<file path="src/hw/rtl/qped_pkg.sv">
package qped_pkg;

   localparam int MAX_BEATS = 4;
   localparam int BEAT_IDX_W = 2;
   localparam int BEAT_CNT_W = 3;

   typedef logic [1:0] kind_type;

   localparam kind_type KIND_BYTE    = 2'd0;
   localparam kind_type KIND_FOUND   = 2'd1;
   localparam kind_type KIND_MISSING = 2'd2;

   localparam logic [7:0] CHAR_QUESTION = 8'h3F;
   localparam logic [7:0] CHAR_EQUAL    = 8'h3D;
   localparam logic [7:0] CHAR_AMP      = 8'h26;
   localparam logic [7:0] CHAR_PLUS     = 8'h2B;
   localparam logic [7:0] CHAR_PERCENT  = 8'h25;
   localparam logic [7:0] CHAR_SPACE    = 8'h20;
   localparam logic [7:0] CHAR_CR       = 8'h0D;
   localparam logic [7:0] CHAR_LF       = 8'h0A;
   localparam logic [7:0] CHAR_NUL      = 8'h00;

   typedef enum logic [1:0] {
      REG_KEY_TEXT    = 2'd0,
      REG_KEY_LENGTH  = 2'd1,
      REG_VALUE_LIMIT = 2'd2
   } reg_index_type;

   typedef struct packed {
      logic [7:0] in_byte;
      logic       end_of_request;
   } req_type;

   typedef struct packed {
      logic [7:0] out_byte;
      kind_type   kind;
   } rsp_type;

   // all beats caused by one request byte
   typedef struct packed {
      logic [BEAT_CNT_W-1:0]  count;
      rsp_type [MAX_BEATS-1:0] beat;
   } group_type;

   typedef struct packed {
      logic [63:0] key_text;
      logic [3:0]  key_length;
      logic [7:0]  value_limit;
   } cfg_type;

endpackage

</file>
<file path="src/hw/rtl/qped_front.sv">
module qped_front #(
   parameter int KEY_MAX_BYTES = 8
) (
   input  logic               clock,
   input  logic               reset,
   input  qped_pkg::cfg_type  cfg,
   input  qped_pkg::req_type  req_payload,
   input  logic               accept,
   output qped_pkg::group_type group_out,
   output logic               push
);

   localparam logic [2:0] PH_SEEK  = 3'd0;
   localparam logic [2:0] PH_MATCH = 3'd1;
   localparam logic [2:0] PH_SKIP  = 3'd2;
   localparam logic [2:0] PH_VALUE = 3'd3;
   localparam logic [2:0] PH_DONE  = 3'd4;

   localparam logic [1:0] ESC_NONE = 2'd0;
   localparam logic [1:0] ESC_PCT  = 2'd1;
   localparam logic [1:0] ESC_HEX  = 2'd2;

   localparam logic [3:0] KEY_MAX = 4'(KEY_MAX_BYTES);

   logic [2:0] phase_ff, phase_in;
   logic [3:0] match_ff, match_in;
   logic [7:0] raw_ff, raw_in;
   logic [1:0] esc_ff, esc_in;
   logic [7:0] held_ff, held_in;

   function automatic logic hex_ok(input logic [7:0] c);
      return (c >= 8'h30 && c <= 8'h39) || (c >= 8'h41 && c <= 8'h46) ||
             (c >= 8'h61 && c <= 8'h66);
   endfunction

   function automatic logic [3:0] hex_val(input logic [7:0] c);
      logic [7:0] v;
      v = 8'h00;
      if (c >= 8'h30 && c <= 8'h39) v = c - 8'h30;
      else if (c >= 8'h41 && c <= 8'h46) v = c - 8'h37;
      else if (c >= 8'h61 && c <= 8'h66) v = c - 8'h57;
      return v[3:0];
   endfunction

   function automatic qped_pkg::group_type add_beat(input qped_pkg::group_type g,
                                                    input logic [7:0] b,
                                                    input qped_pkg::kind_type k);
      qped_pkg::group_type r;
      r = g;
      r.beat[g.count[qped_pkg::BEAT_IDX_W-1:0]] = '{out_byte: b, kind: k};
      r.count = g.count + 1'b1;
      return r;
   endfunction

   always_comb begin
      logic [7:0] b;
      logic [3:0] kl;
      logic       is_end;
      logic [7:0] key_char;
      qped_pkg::group_type g;
      b = req_payload.in_byte;
      kl = (cfg.key_length > KEY_MAX) ? KEY_MAX : cfg.key_length;
      is_end = (b == qped_pkg::CHAR_NUL) || (b == qped_pkg::CHAR_SPACE) ||
               (b == qped_pkg::CHAR_CR) || (b == qped_pkg::CHAR_LF);
      key_char = cfg.key_text[{match_ff[2:0], 3'b000} +: 8];
      g = '0;
      phase_in = phase_ff;
      match_in = match_ff;
      raw_in = raw_ff;
      esc_in = esc_ff;
      held_in = held_ff;

      unique case (phase_ff)
         PH_SEEK: begin
            if (b == qped_pkg::CHAR_QUESTION) begin
               phase_in = PH_MATCH;
               match_in = 4'd0;
            end else if (b == qped_pkg::CHAR_NUL) begin
               g = add_beat(g, 8'h00, qped_pkg::KIND_MISSING);
               phase_in = PH_DONE;
            end
         end
         PH_MATCH: begin
            priority if (is_end) begin
               g = add_beat(g, 8'h00, qped_pkg::KIND_MISSING);
               phase_in = PH_DONE;
            end else if (b == qped_pkg::CHAR_AMP) begin
               match_in = 4'd0;
            end else if (match_ff < kl && b == key_char) begin
               match_in = match_ff + 4'd1;
            end else if (match_ff >= kl && b == qped_pkg::CHAR_EQUAL) begin
               phase_in = PH_VALUE;
               raw_in = 8'd0;
               esc_in = ESC_NONE;
            end else begin
               phase_in = PH_SKIP;
            end
         end
         PH_SKIP: begin
            if (is_end) begin
               g = add_beat(g, 8'h00, qped_pkg::KIND_MISSING);
               phase_in = PH_DONE;
            end else if (b == qped_pkg::CHAR_AMP) begin
               phase_in = PH_MATCH;
               match_in = 4'd0;
            end
         end
         PH_VALUE: begin
            if (is_end || b == qped_pkg::CHAR_AMP) begin
               // flush a truncated escape, then mark found
               if (esc_ff == ESC_PCT) begin
                  g = add_beat(g, qped_pkg::CHAR_PERCENT, qped_pkg::KIND_BYTE);
               end else if (esc_ff == ESC_HEX) begin
                  g = add_beat(g, qped_pkg::CHAR_PERCENT, qped_pkg::KIND_BYTE);
                  g = add_beat(g, held_ff, qped_pkg::KIND_BYTE);
               end
               esc_in = ESC_NONE;
               phase_in = PH_DONE;
               g = add_beat(g, 8'h00, qped_pkg::KIND_FOUND);
            end else if (raw_ff < cfg.value_limit) begin
               raw_in = raw_ff + 8'd1;
               if (esc_ff == ESC_PCT && hex_ok(b)) begin
                  esc_in = ESC_HEX;
                  held_in = b;
               end else if (esc_ff == ESC_HEX && hex_ok(b)) begin
                  g = add_beat(g, {hex_val(held_ff), hex_val(b)}, qped_pkg::KIND_BYTE);
                  esc_in = ESC_NONE;
               end else begin
                  if (esc_ff == ESC_PCT) begin
                     g = add_beat(g, qped_pkg::CHAR_PERCENT, qped_pkg::KIND_BYTE);
                  end else if (esc_ff == ESC_HEX) begin
                     g = add_beat(g, qped_pkg::CHAR_PERCENT, qped_pkg::KIND_BYTE);
                     g = add_beat(g, held_ff, qped_pkg::KIND_BYTE);
                  end
                  esc_in = ESC_NONE;
                  if (b == qped_pkg::CHAR_PERCENT) begin
                     esc_in = ESC_PCT;
                  end else if (b == qped_pkg::CHAR_PLUS) begin
                     g = add_beat(g, qped_pkg::CHAR_SPACE, qped_pkg::KIND_BYTE);
                  end else begin
                     g = add_beat(g, b, qped_pkg::KIND_BYTE);
                  end
               end
            end
         end
         default: begin
         end
      endcase

      // last byte closes out the request as if a zero byte followed
      if (req_payload.end_of_request) begin
         if (phase_in == PH_VALUE) begin
            if (esc_in == ESC_PCT) begin
               g = add_beat(g, qped_pkg::CHAR_PERCENT, qped_pkg::KIND_BYTE);
            end else if (esc_in == ESC_HEX) begin
               g = add_beat(g, qped_pkg::CHAR_PERCENT, qped_pkg::KIND_BYTE);
               g = add_beat(g, held_in, qped_pkg::KIND_BYTE);
            end
            g = add_beat(g, 8'h00, qped_pkg::KIND_FOUND);
         end else if (phase_in == PH_SEEK || phase_in == PH_MATCH ||
                      phase_in == PH_SKIP) begin
            g = add_beat(g, 8'h00, qped_pkg::KIND_MISSING);
         end
         phase_in = PH_SEEK;
         match_in = 4'd0;
         raw_in = 8'd0;
         esc_in = ESC_NONE;
         held_in = 8'd0;
      end

      group_out = g;
   end

   assign push = accept && (group_out.count != '0);

   always_ff @(posedge clock) begin
      if (reset) begin
         phase_ff <= PH_SEEK;
         match_ff <= 4'd0;
         raw_ff <= 8'd0;
         esc_ff <= ESC_NONE;
         held_ff <= 8'd0;
      end else if (accept) begin
         phase_ff <= phase_in;
         match_ff <= match_in;
         raw_ff <= raw_in;
         esc_ff <= esc_in;
         held_ff <= held_in;
      end
   end

endmodule

</file>
<file path="src/hw/rtl/qped_queue.sv">
module qped_queue #(
   parameter int DEPTH = 4
) (
   input  logic                clock,
   input  logic                reset,
   input  logic                push,
   input  qped_pkg::group_type push_data,
   input  logic                pop,
   output qped_pkg::group_type head,
   output logic                empty,
   output logic                full
);

   localparam int PTR_W = (DEPTH > 1) ? $clog2(DEPTH) : 1;
   localparam int CNT_W = $clog2(DEPTH + 1);
   localparam logic [PTR_W-1:0] LAST_PTR = PTR_W'(DEPTH - 1);
   localparam logic [CNT_W-1:0] FULL_CNT = CNT_W'(DEPTH);

   qped_pkg::group_type store_ff [DEPTH];
   logic [PTR_W-1:0] wr_ptr_ff, wr_ptr_in;
   logic [PTR_W-1:0] rd_ptr_ff, rd_ptr_in;
   logic [CNT_W-1:0] count_ff, count_in;

   assign head = store_ff[rd_ptr_ff];
   assign empty = (count_ff == '0);
   assign full = (count_ff == FULL_CNT);

   always_comb begin
      wr_ptr_in = wr_ptr_ff;
      rd_ptr_in = rd_ptr_ff;
      count_in = count_ff;
      if (push) begin
         wr_ptr_in = (wr_ptr_ff == LAST_PTR) ? '0 : wr_ptr_ff + 1'b1;
      end
      if (pop) begin
         rd_ptr_in = (rd_ptr_ff == LAST_PTR) ? '0 : rd_ptr_ff + 1'b1;
      end
      if (push && !pop) count_in = count_ff + 1'b1;
      else if (pop && !push) count_in = count_ff - 1'b1;
   end

   always_ff @(posedge clock) begin
      if (reset) begin
         wr_ptr_ff <= '0;
         rd_ptr_ff <= '0;
         count_ff <= '0;
      end else begin
         wr_ptr_ff <= wr_ptr_in;
         rd_ptr_ff <= rd_ptr_in;
         count_ff <= count_in;
      end
   end

   always_ff @(posedge clock) begin
      if (push) store_ff[wr_ptr_ff] <= push_data;
   end

endmodule

</file>
<file path="src/hw/rtl/qped_back.sv">
module qped_back (
   input  logic                clock,
   input  logic                reset,
   input  qped_pkg::group_type head,
   input  logic                empty,
   output logic                pop,
   output logic                rsp_valid,
   input  logic                rsp_ready,
   output qped_pkg::rsp_type   rsp_payload
);

   qped_pkg::group_type cur_ff;
   logic [qped_pkg::BEAT_IDX_W-1:0] pos_ff;
   logic busy_ff;
   logic beat_done;
   logic last_beat;

   assign rsp_valid = busy_ff;
   assign rsp_payload = cur_ff.beat[pos_ff];
   assign beat_done = busy_ff && rsp_ready;
   assign last_beat = beat_done &&
                      (({1'b0, pos_ff} + qped_pkg::BEAT_CNT_W'(1)) == cur_ff.count);
   assign pop = (!busy_ff || last_beat) && !empty;

   always_ff @(posedge clock) begin
      if (reset) begin
         busy_ff <= 1'b0;
         pos_ff <= '0;
      end else if (pop) begin
         busy_ff <= 1'b1;
         pos_ff <= '0;
      end else if (last_beat) begin
         busy_ff <= 1'b0;
      end else if (beat_done) begin
         // advance to the next beat of this group
         pos_ff <= pos_ff + 1'b1;
      end
   end

   always_ff @(posedge clock) begin
      if (pop) cur_ff <= head;
   end

endmodule

</file>
<file path="src/hw/rtl/query_param_extract_decode_unit.sv">
// First result beat of a byte is registered in the group queue, then in the output
// stage. One request byte per cycle is taken while the group queue has room; results
// leave at one beat per cycle while rsp_ready is high, so a multi-beat byte holds the output.
// Queue of QUEUE_DEPTH result groups decouples the parser from the output side.
// Reset (synchronous): registers to defaults, parser before '?', queue empty.
module query_param_extract_decode_unit #(
   parameter int KEY_MAX_BYTES = 8,
   parameter int QUEUE_DEPTH = 4
) (
   input  logic              clock,
   input  logic              reset,
   input  logic              req_valid,
   output logic              req_ready,
   input  qped_pkg::req_type req_payload,
   output logic              rsp_valid,
   input  logic              rsp_ready,
   output qped_pkg::rsp_type rsp_payload,
   input  logic              psel,
   input  logic              penable,
   input  logic              pwrite,
   input  logic [4:0]        paddr,
   input  logic [63:0]       pwdata,
   output logic [63:0]       prdata,
   output logic              pready
);

   qped_pkg::cfg_type cfg_ff;
   qped_pkg::group_type front_group;
   qped_pkg::group_type queue_head;
   qped_pkg::reg_index_type reg_idx;
   logic front_push;
   logic queue_pop;
   logic queue_empty;
   logic queue_full;
   logic accept;

   assign pready = 1'b1;
   assign reg_idx = qped_pkg::reg_index_type'(paddr[4:3]);

   always_ff @(posedge clock) begin
      if (reset) begin
         cfg_ff.key_text <= 64'd0;
         cfg_ff.key_length <= 4'd3;
         cfg_ff.value_limit <= 8'd255;
      end else if (psel && penable && pwrite) begin
         unique case (paddr[4:3])
            qped_pkg::REG_KEY_TEXT:    cfg_ff.key_text <= pwdata;
            qped_pkg::REG_KEY_LENGTH:  cfg_ff.key_length <= pwdata[3:0];
            qped_pkg::REG_VALUE_LIMIT: cfg_ff.value_limit <= pwdata[7:0];
            default: begin
            end
         endcase
      end
   end

   always_comb begin
      unique case (reg_idx)
         qped_pkg::REG_KEY_TEXT:    prdata = cfg_ff.key_text;
         qped_pkg::REG_KEY_LENGTH:  prdata = {60'd0, cfg_ff.key_length};
         qped_pkg::REG_VALUE_LIMIT: prdata = {56'd0, cfg_ff.value_limit};
         default:                   prdata = 64'd0;
      endcase
   end

   assign req_ready = !queue_full;
   assign accept = req_valid && req_ready;

   qped_front #(
      .KEY_MAX_BYTES(KEY_MAX_BYTES)
   ) u_front (
      .clock(clock),
      .reset(reset),
      .cfg(cfg_ff),
      .req_payload(req_payload),
      .accept(accept),
      .group_out(front_group),
      .push(front_push)
   );

   qped_queue #(
      .DEPTH(QUEUE_DEPTH)
   ) u_queue (
      .clock(clock),
      .reset(reset),
      .push(front_push),
      .push_data(front_group),
      .pop(queue_pop),
      .head(queue_head),
      .empty(queue_empty),
      .full(queue_full)
   );

   qped_back u_back (
      .clock(clock),
      .reset(reset),
      .head(queue_head),
      .empty(queue_empty),
      .pop(queue_pop),
      .rsp_valid(rsp_valid),
      .rsp_ready(rsp_ready),
      .rsp_payload(rsp_payload)
   );

endmodule
</file>
<file path="config.mk">
export PLATFORM = sky130hd
export DESIGN_NAME = query_param_extract_decode_unit
export DESIGN_NICKNAME = d
export VERILOG_FILES = /design/src/hw/rtl/qped_pkg.sv /design/src/hw/rtl/qped_front.sv /design/src/hw/rtl/qped_queue.sv /design/src/hw/rtl/qped_back.sv /design/src/hw/rtl/query_param_extract_decode_unit.sv
export SDC_FILE = /design/constraint.sdc
export NUM_CORES = 1
export LEC_CHECK = 0
export ABC_AREA = 1
export BUFFER_PORTS_ARGS = -buffer_cell sky130_fd_sc_hd__buf_2
export CORE_ASPECT_RATIO = 1.2
export CORE_MARGIN = 2
export CORE_UTILIZATION = 55
export DETAILED_ROUTE_END_ITERATION = 6
export PLACE_DENSITY = 0.8
export SYNTH_ARGS = -nofsm -noshare
export SYNTH_HDL_FRONTEND = slang
export SYNTH_SLANG_ARGS = --single-unit
</file>
<file path="constraint.sdc">
create_clock -name clock -period 6.5 [get_ports clock]
set_clock_uncertainty 0.05 [all_clocks]
set_input_delay 0.65 -clock clock [delete_from_list [all_inputs] [get_ports clock]]
set_output_delay 0.65 -clock clock [all_outputs]
set_load 0.02 [all_outputs]
</file>
==> results.cfg, run 1 <==
[status]
status = complete, no violations

[synthesis]
avgSynthCellArea_um2 = 8.72
ys_seq_area_share_pct = 54.5
ys_types = 57
ys_warn_count = 0
synth-edff-count = 215
ys_ff_latch = 326
synth_cells = 1828
yosys_most_used_dff = edfxtp_1
ys_async_sr_fraction_pct = 0
synthesis.area_um2 = 15900

[clocking]
clock_path_buffers = 3
clk_pin_slew_ns = 0.06
cts-root-buf = clkbuf_16
htreeDepth = 1
ctsHoldBuffers = 0
cts-buffers-inserted = 30
post_cts_buffers = 0
cts.sinks = 326
cts_tree = yes
cts-resized-gates = 0
clock_latency_ns = 0.57

[setup_path]
crit_top_cell = nand2_1
cp_num_buf_inv = 6
r2r-start = u_front.match_ff[1]$_SDFFE_PP0P_
startpoint = u_front.match_ff[1]$_SDFFE_PP0P_
cp-start-kind = flip-flop
worst-r2r-cell-count = 30
cp_max_fo = 20
critPathMaxStageDelay_ns = 0.41
end_kind = flip-flop
worst_ep_required_time_ns = 6.91
r2r_end = u_queue.count_ff[1]$_SDFFE_PP0P_
crit_type = flip-flop to flip-flop
cp_top_family = simple AND/OR/NAND/NOR gates
arrival_ns = 5.78
worst_path_max_delay_cell = fa_1
ff2ff_setup_slack_ns = 1.13

[detailed_routing]
drt-wirelength-per-cell_um = 18.0
drc_errors = 0
ant_nets = 0
dr.pass1.iters = 5
routed-via-count = 13500
drt_wl_total_um = 42400
vias_per_cell = 5.71
drt-initial-drc-count = 1099

[die]
core_um2 = 28700
row_count = 68
initial_core_util_pct = 55.6
die_x_um = 159
io_pins = 162
die_h_um = 190
dieArea_um2 = 30400

[placed_design]
io_buffers = 157
post-dp-hpwl_um = 29200
gp_congestion = 0.928

[sta]
final.setup.tns_ns = 0
setup_viol = 0
max-slew-margin-rel_pct = 29.5
hold_viol_final = 0
rsz0062_at_grt = false
min_period_ns = 5.37
max_slew.worst_pin.slew_ns = 1.06
fmax_mhz = 186
min_period_over_period_pct = 82.6
drv_slew = 0

[grt]
grt_max_degree = 90
grtUsageTotal_pct = 27.5
grt_pass1_wl_um = 66700
overflow = 0
grt_antenna_before_repair = 1
first_global_vias = 12900

[final_layout]
most-common-layout-cells = 263 x nor2_1, 247 x nand2_1, 238 x o21ai_0, 215 x edfxtp_1, 198 x inv_1
n_fill_cell = 2473
layout_commonest_cell = nor2_1
antenna_cells = 0
fin_nets = 2071
drive_gt1_share_pct = 12.9
area_growth_pct = 12.4
fin_util_pct = 62.5

[run]
maxCapViolations = 0

[pwr]
total_leakage_power_nw = 6.98
p_per_area_nw_per_um2 = 312
vdd_drop_max_v = 0.000250

[min_path]
holdCritPathClass = primary input to flip-flop
min_to = cfg_ff[5]$_SDFFE_PP1P_
hold_depth = 3
worst_hold_startpoint = pwdata[5]
[cell families after synthesis]
logic type | synth area share (%)
compound gates | 16.7
simple gates | 17.8
xor+xnor | 0.550
fa+ha+maj | 3.03
other cells | 0.0471
flops | 54.5
buf+inv | 7.40
[flip-flops by register name (all words and copies together), names as in the netlist]
| signal | count |
|---|---|
| u_back.pos_ff | 2 |
| u_front.match_ff | 4 |
| u_front.held_ff | 8 |
| cfg_ff | 76 |
| u_queue.wr_ptr_ff | 2 |
| u_back.rsp_valid | 1 |
| u_front.phase_ff | 3 |
| u_front.esc_ff | 2 |
| u_queue.store_ff | 172 |
| u_queue.rd_ptr_ff | 2 |
| u_front.raw_ff | 8 |
| u_queue.count_ff | 3 |
| u_back.cur_ff | 43 |
[how the worst max path moves through the flow]
stage / cells past startpoint / to / slack [ns]
floorplan: 27 / u_queue.store_ff[0][0]$_DFFE_PP_ / 0.79
global placement: 33 / u_queue.count_ff[2]$_SDFFE_PP0P_ / 0.92
detailed placement: 33 / u_queue.count_ff[2]$_SDFFE_PP0P_ / 0.85
CTS: 34 / u_queue.count_ff[2]$_SDFFE_PP0P_ / 1.22
global route: 32 / u_queue.count_ff[2]$_SDFFE_PP0P_ / 0.72
finish: 30 / u_queue.count_ff[1]$_SDFFE_PP0P_ / 1.13
[power by group]
part           total (mW)  internal (mW)  switching (mW)  leakage [nW]
clock                1.65          0.910           0.741         0.449
combinational        1.29          0.369           0.925          3.63
sequential           2.65           2.55          0.0934          2.90
total                5.59           3.83            1.76          6.98
[layout make-up]
cell class | instances | area (um2) | share of cell area (%)
multi-input cells | 1208 | 6130 | 34.2
clock buffers | 40 | 808 | 4.51
repair buffers | 172 | 911 | 5.09
well taps | 385 | 482 | 2.69
flip-flops and latches | 326 | 8680 | 48.5
inverters | 210 | 793 | 4.43
clock inverters | 16 | 110 | 0.615
[Yosys cell counts, types with 5 or more instances]
master	count	share of area, %
inv_2	6	0.14
nor3_1	20	0.63
a21oi_1	123	3.9
dfxtp_1	111	14
o22ai_1	64	2.5
nor4_1	5	0.20
o21ai_1	10	0.31
o211ai_1	16	0.75
clkbuf_1	67	1.6
xor2_1	7	0.38
inv_1	200	4.7
ha_1	37	2.9
or3_1	5	0.20
nand2_1	247	5.8
o31ai_1	7	0.33
nand4_1	15	0.59
nor2_1	268	6.3
buf_2	11	0.35
o21ai_0	238	7.5
nand3_1	86	2.7
edfxtp_1	215	41
[stage by stage]
stage	setup WS, ns	area, um2	power, mW	std cells	hold WS (ns)
final	1.13	17900	5.59	2357	0.268
after floorplan	0.787	15900	3.55	1831	0.395
after detailed placement	0.849	17000	3.97	2301	0.417
after CTS	1.22	17900	5.62	2357	0.253
after global routing	0.715	17900	5.86	2357	0.267
after global placement	0.922	17000	3.91	2301	0.415
[worst register-to-register path, delay by kind of cell (launching register included)]
kind | cells | cell delay (ns)
AOI/OAI and AO/OA | 3 | 0.54
and+or+nand+nor | 18 | 2.45
buffers and inverters | 6 | 0.99
DFF | 1 | 0.35
adders and majority gates | 3 | 0.91
[metal layers]
layer  share of wire, %  global-route usage, %  up-vias
met4                3.5                   10.9        0
li1                   -                      -     6495
met3                5.8                   2.87      100
met5                  0                      0        -
met2                 51                   50.3      498
met1                 39                   33.5     6371
Power figures use the tool's default switching activity.
==> inputs of run 2 (changes only) <==
--- a/config.mk
+++ b/config.mk
@@ -9,9 +9,9 @@
 export BUFFER_PORTS_ARGS = -buffer_cell sky130_fd_sc_hd__buf_2
 export CORE_ASPECT_RATIO = 1.2
 export CORE_MARGIN = 2
-export CORE_UTILIZATION = 55
+export CORE_UTILIZATION = 54
 export DETAILED_ROUTE_END_ITERATION = 6
-export PLACE_DENSITY = 0.8
+export PLACE_DENSITY = 0.82
 export SYNTH_ARGS = -nofsm -noshare
 export SYNTH_HDL_FRONTEND = slang
 export SYNTH_SLANG_ARGS = --single-unit
==> constraint.sdc (replaced) <==
create_clock -name clock -period 4.7 [get_ports clock]
set_clock_uncertainty 0.05 [all_clocks]
set_input_delay 0.47 -clock clock [delete_from_list [all_inputs] [get_ports clock]]
set_output_delay 0.47 -clock clock [all_outputs]
set_load 0.02 [all_outputs]
==> results.cfg, run 2 (same netlist as run 1, synthesis figures left out) <==
[final_layout]
drive_gt1_share_pct = 16.0
area_growth_pct = 16.2
fin_nets = 2126
most-common-layout-cells = 260 x nor2_1, 246 x nand2_1, 237 x o21ai_0, 215 x edfxtp_1, 196 x inv_1
reg.largest.list = u_queue.store_ff: 172 flops, cfg_ff: 76 flops, u_back.cur_ff: 43 flops
top_register = u_queue.store_ff
n_fill_cell = 2332
largest_reg_flops = 172
stdcell_area_um2 = 18500
layout_commonest_cell = nor2_1

[clocking]
ctsHoldBuffers = 0
htreeDepth = 1
cts-root-buf = clkbuf_16
clock_path_buffers = 3
cts.sinks = 326
clock_latency_ns = 0.55
cts-buffers-inserted = 30
clk_pin_slew_ns = 0.06
cts_tree = yes

[detailed_routing]
routed-via-count = 13800
drt-initial-drc-count = 1313
vias_per_cell = 5.74
drt_wl_total_um = 43600
drc_errors = 0
drt-wirelength-per-cell_um = 18.1
ant_nets = 0
dr.pass1.iters = 6

[grt]
grt_pass1_wl_um = 68100
grtUsageTotal_pct = 27.7
grt_max_degree = 117
grt_antenna_before_repair = 3
overflow = 0
first_global_vias = 13400

[min_path]
holdCritPathClass = primary input to flip-flop

[setup_path]
crit_top_cell = nand2_1
critPathMaxStageDelay_ns = 0.39
worst_ep_required_time_ns = 5.09
cp_top_family = simple AND/OR/NAND/NOR gates
cp-start-kind = flip-flop
crit_type = flip-flop to flip-flop
end_kind = flip-flop
cp_max_fo = 15
worst_path_max_delay_cell = dfxtp_4
cp_num_buf_inv = 6
arrival_ns = 4.74

[pwr]
total_leakage_power_nw = 7.29
vdd_drop_max_v = 0.000507
p_per_area_nw_per_um2 = 428

[sta]
drv_slew = 0
min_period_over_period_pct = 92.6
hold_viol_final = 0
min_period_ns = 4.35
setup_viol = 0
max-slew-margin-rel_pct = 39.4
max_slew.worst_pin.slew_ns = 0.906
fmax_mhz = 230
final.setup.tns_ns = 0
setup_ws_ns = 0.349

[placed_design]
io_buffers = 157
post-dp-hpwl_um = 30400
place_ws_ns = 0.0421
place_area_um2 = 17400
gp_congestion = 1.00

[die]
die_x_um = 161
die_h_um = 192
initial_core_util_pct = 55.1
row_count = 68
dieArea_um2 = 30900
core_um2 = 28900
io_pins = 162

[status]
status = complete, no violations

[run]
maxCapViolations = 0
run 2: cell type report:
type	instances	area (um2)	share of cell area, %
antenna	1	2.50	0.0135
clock buffer	33	783	4.23
clock inverter	19	175	0.946
inverter	210	807	4.36
multi-input combinational	1208	6160	33.3
sequential	326	8680	46.9
tap	385	482	2.60
timing repair buffer	226	1420	7.65
timing repair inverter	1	8.76	0.0473
run 2: per-layer routing:
| layer | track usage (%) | share of wire (%) | vias to the layer above |
|---|---|---|---|
| li1 | - | - | 6590 |
| met1 | 33.3 | 38 | 6500 |
| met2 | 50.9 | 52 | 600 |
| met3 | 3.20 | 6.7 | 127 |
| met4 | 10.9 | 3.8 | 4 |
| met5 | 0 | 0.060 | - |
run 2: what timing repair did:
action	4_1_cts	5_1_grt
gates resized for setup	0	22
setup endpoints to repair	0	120
setup buffers	0	7
run 2: worst reg2reg max path, delay by kind of cell, from the launching register on:
kind	cells	cell delay (ns)
flops	1	0.39
xor+xnor	1	0.15
simple gates	17	1.42
compound gates	6	0.89
buf+inv	6	0.61
fa+ha+maj	3	0.71
run 2: per-stage QoR:
| stage | total power [mW] | utilization (%) | cells | hold WS (ns) |
|---|---|---|---|---|
| 2_1_floorplan | 4.91 | - | 1831 | 0.395 |
| 3_3_place_gp | 5.45 | 60.1 | 2347 | 0.409 |
| 3_5_place_dp | 5.56 | 60.1 | 2347 | 0.414 |
| 4_1_cts | 7.92 | 63.4 | 2399 | 0.102 |
| 5_1_grt | 8.28 | 64.0 | 2409 | 0.108 |
| 6_report | 7.93 | 64.0 | 2409 | 0.113 |
run 2: worst paths after layout:
path	start	endpoint	slack (ns)	cells past startpoint
hold reg to reg	cfg_ff[35]$_SDFFE_PP0P_	cfg_ff[35]$_SDFFE_PP0P_	0.42	2
setup reg to reg	u_front.match_ff[0]$_SDFFE_PP0P_	u_queue.count_ff[2]$_SDFFE_PP0P_	0.35	33
setup / recovery	u_front.match_ff[0]$_SDFFE_PP0P_	u_queue.count_ff[2]$_SDFFE_PP0P_	0.35	33
hold / removal	pwdata[7]	cfg_ff[7]$_SDFFE_PP1P_	0.11	3
run 2: power by group:
part | leakage (nW) | internal (mW) | switching, mW
Clock | 0.455 | 1.35 | 1.03
Sequential | 2.90 | 3.53 | 0.176
Combinational | 3.94 | 0.545 | 1.29
Total | 7.29 | 5.43 | 2.49
==> inputs of run 3 (changes only) <==
--- a/config.mk
+++ b/config.mk
@@ -6,12 +6,12 @@
 export NUM_CORES = 1
 export LEC_CHECK = 0
 export ABC_AREA = 1
-export BUFFER_PORTS_ARGS = -buffer_cell sky130_fd_sc_hd__buf_2
 export CORE_ASPECT_RATIO = 1.2
 export CORE_MARGIN = 2
-export CORE_UTILIZATION = 54
+export CORE_UTILIZATION = 55
 export DETAILED_ROUTE_END_ITERATION = 6
-export PLACE_DENSITY = 0.82
+export DONT_BUFFER_PORTS = 1
+export PLACE_DENSITY = 0.75
 export SYNTH_ARGS = -nofsm -noshare
 export SYNTH_HDL_FRONTEND = slang
 export SYNTH_SLANG_ARGS = --single-unit
==> constraint.sdc (replaced) <==
create_clock -name clock -period 4.1 [get_ports clock]
set_clock_uncertainty 0.05 [all_clocks]
set_input_delay 0.41 -clock clock [delete_from_list [all_inputs] [get_ports clock]]
set_output_delay 0.41 -clock clock [all_outputs]
set_load 0.02 [all_outputs]
==> results.cfg, run 3 (same netlist as run 1, synthesis figures left out) <==
[die]
die_h_um = 190
die_x_um = 159
io_pins = 162
core_um2 = 28700
dieArea_um2 = 30400
initial_core_util_pct = 55.6
row_count = 68

[clocking]
cts_tree = yes
cts-buffers-inserted = 34
htreeDepth = 2
clock_latency_ns = 0.53
cts.sinks = 326
clock_path_buffers = 3
cts-root-buf = clkbuf_16
clk_pin_slew_ns = 0.06

[sta]
max-slew-margin-rel_pct = 34.5
min_period_over_period_pct = 101
final.setup.tns_ns = -0.0438
rsz0062_at_grt = true
setup_viol = 1
max_slew.worst_pin.slew_ns = 0.982
setup_ws_ns = -0.0438
drv_slew = 0
min_period_ns = 4.14
fmax_mhz = 241
hold_viol_final = 0

[setup_path]
cp_top_family = simple AND/OR/NAND/NOR gates
cp-start-kind = flip-flop
cp_num_buf_inv = 7
end_kind = flip-flop
crit_type = flip-flop to flip-flop
worst_ep_required_time_ns = 4.47
worst_path_max_delay_cell = fa_2
critPathMaxStageDelay_ns = 0.36
cp_max_fo = 4
arrival_ns = 4.51

[grt]
overflow = 0
grt_max_degree = 127
first_global_vias = 12700
grtUsageTotal_pct = 28.8
grt_pass1_wl_um = 68700
grt_antenna_before_repair = 0

[pwr]
intPower_mw = 6.42
p_seq_share_pct = 45.0
power_mw = 9.40
total_leakage_power_nw = 7.03
switchingPower_mw = 2.98
p_per_area_nw_per_um2 = 503
switching_share_pct = 31.7
p_comb_share_pct = 22.8
clkPwrFrac_pct = 32.3
vdd_drop_max_v = 0.000448

[detailed_routing]
routed-via-count = 13500
drt-wirelength-per-cell_um = 19.8
ant_nets = 0
drt_wl_total_um = 45900
drt-initial-drc-count = 1032
vias_per_cell = 5.80
dr.pass1.iters = 5
drc_errors = 0

[run]
maxCapViolations = 0

[placed_design]
place_inst = 2233
post-dp-hpwl_um = 31000
gp_congestion = 0.999
io_buffers = 0

[final_layout]
largest_reg_flops = 172
drive_gt1_share_pct = 12.8
fin_nets = 2036
reg.largest.list = u_queue.store_ff: 172 flops, cfg_ff: 76 flops, u_back.cur_ff: 43 flops
final_cells = 2322
area_growth_pct = 17.3
top_register = u_queue.store_ff
fin_util_pct = 65.2
layout_commonest_cell = nor2_1
antenna_cells = 0
most-common-layout-cells = 261 x nor2_1, 240 x nand2_1, 235 x o21ai_0, 215 x edfxtp_1, 188 x inv_1

[status]
violations = setup timing
status = complete, but fails checks

[min_path]
holdCritPathClass = primary input to flip-flop
## run 3: cell types whose count changed in the layout (fill, tap and decap cells not counted), sizes merged, moves of 4 or more
cell         before  now
buf             225  116
clkbuf           34   50
dlygate4sd3       0    9
clkinvlp          7    3
inv             208  212
## run 3: worst paths after layout
check | end | slack, ns | from | cells past startpoint
worst max-delay path | u_queue.count_ff[2]$_SDFFE_PP0P_ | -0.04 | cfg_ff[11]$_SDFFE_PP0P_ | 34
worst min-delay path | cfg_ff[74]$_SDFFE_PP0P_ | 0.03 | pwdata[62] | 2
worst max register to register | u_queue.count_ff[2]$_SDFFE_PP0P_ | -0.04 | cfg_ff[11]$_SDFFE_PP0P_ | 34
worst min register to register | cfg_ff[67]$_SDFFE_PP0P_ | 0.43 | cfg_ff[67]$_SDFFE_PP0P_ | 2
## run 3: layer usage
| metal | track usage, % | wire, um | vias up | share of wire (%) |
|---|---|---|---|---|
| met5 | 0 | 0 | - | 0 |
| met4 | 11.7 | 2020 | 0 | 4.4 |
| met3 | 4.41 | 3030 | 109 | 6.6 |
| met2 | 53.6 | 23800 | 532 | 52 |
| met1 | 33.1 | 17000 | 6395 | 37 |
| li1 | - | - | 6437 | - |
## run 3: power groups by stage
stage / Combinational, mW / Sequential, mW / Clock [mW]
3_5_place_dp: 1.99 / 4.30 / 0
6_report: 2.14 / 4.23 / 3.03
3_3_place_gp: 1.91 / 4.29 / 0
4_1_cts: 2.02 / 4.23 / 3.06
5_1_grt: 2.34 / 4.25 / 3.18
2_1_floorplan: 1.42 / 4.21 / 0
## run 3: through the flow
step	hold slack [ns]	worst slack, ns	cell area [um2]
global route	0.0222	-0.303	18700
finish	0.0267	-0.0438	18700
floorplan	0.395	0.00466	16100
CTS	0.0184	0.00145	18300
detailed placement	0.415	-0.0843	17000
global placement	0.410	0.00315	17000
## run 3: layout make-up
class / instances / area [um2]
fillers: 2349 / 9980
flip-flops and latches: 326 / 8690
multi-input cells: 1208 / 6270
repair buffers: 133 / 1350
clock buffers: 42 / 921
inverters: 210 / 807
well taps: 385 / 482
clock inverters: 18 / 173
## run 3: what timing repair did
item	4_1_cts	5_1_grt
resized for setup	6	25
pin swaps	6	20
hold endpoints to repair	27	0
hold buffers	9	0
setup buffers	4	7
cloned	0	9
setup endpoints to repair	2	165
## run 3: worst reg2reg max path, delay by kind of cell, from the launching register on
family | cells | cell delay (ns)
and+or+nand+nor | 15 | 1.38
adders and majority gates | 4 | 0.97
AOI/OAI and AO/OA | 7 | 0.75
buffers and inverters | 7 | 0.42
DFF | 1 | 0.33
xor gates and xnor gates | 1 | 0.14
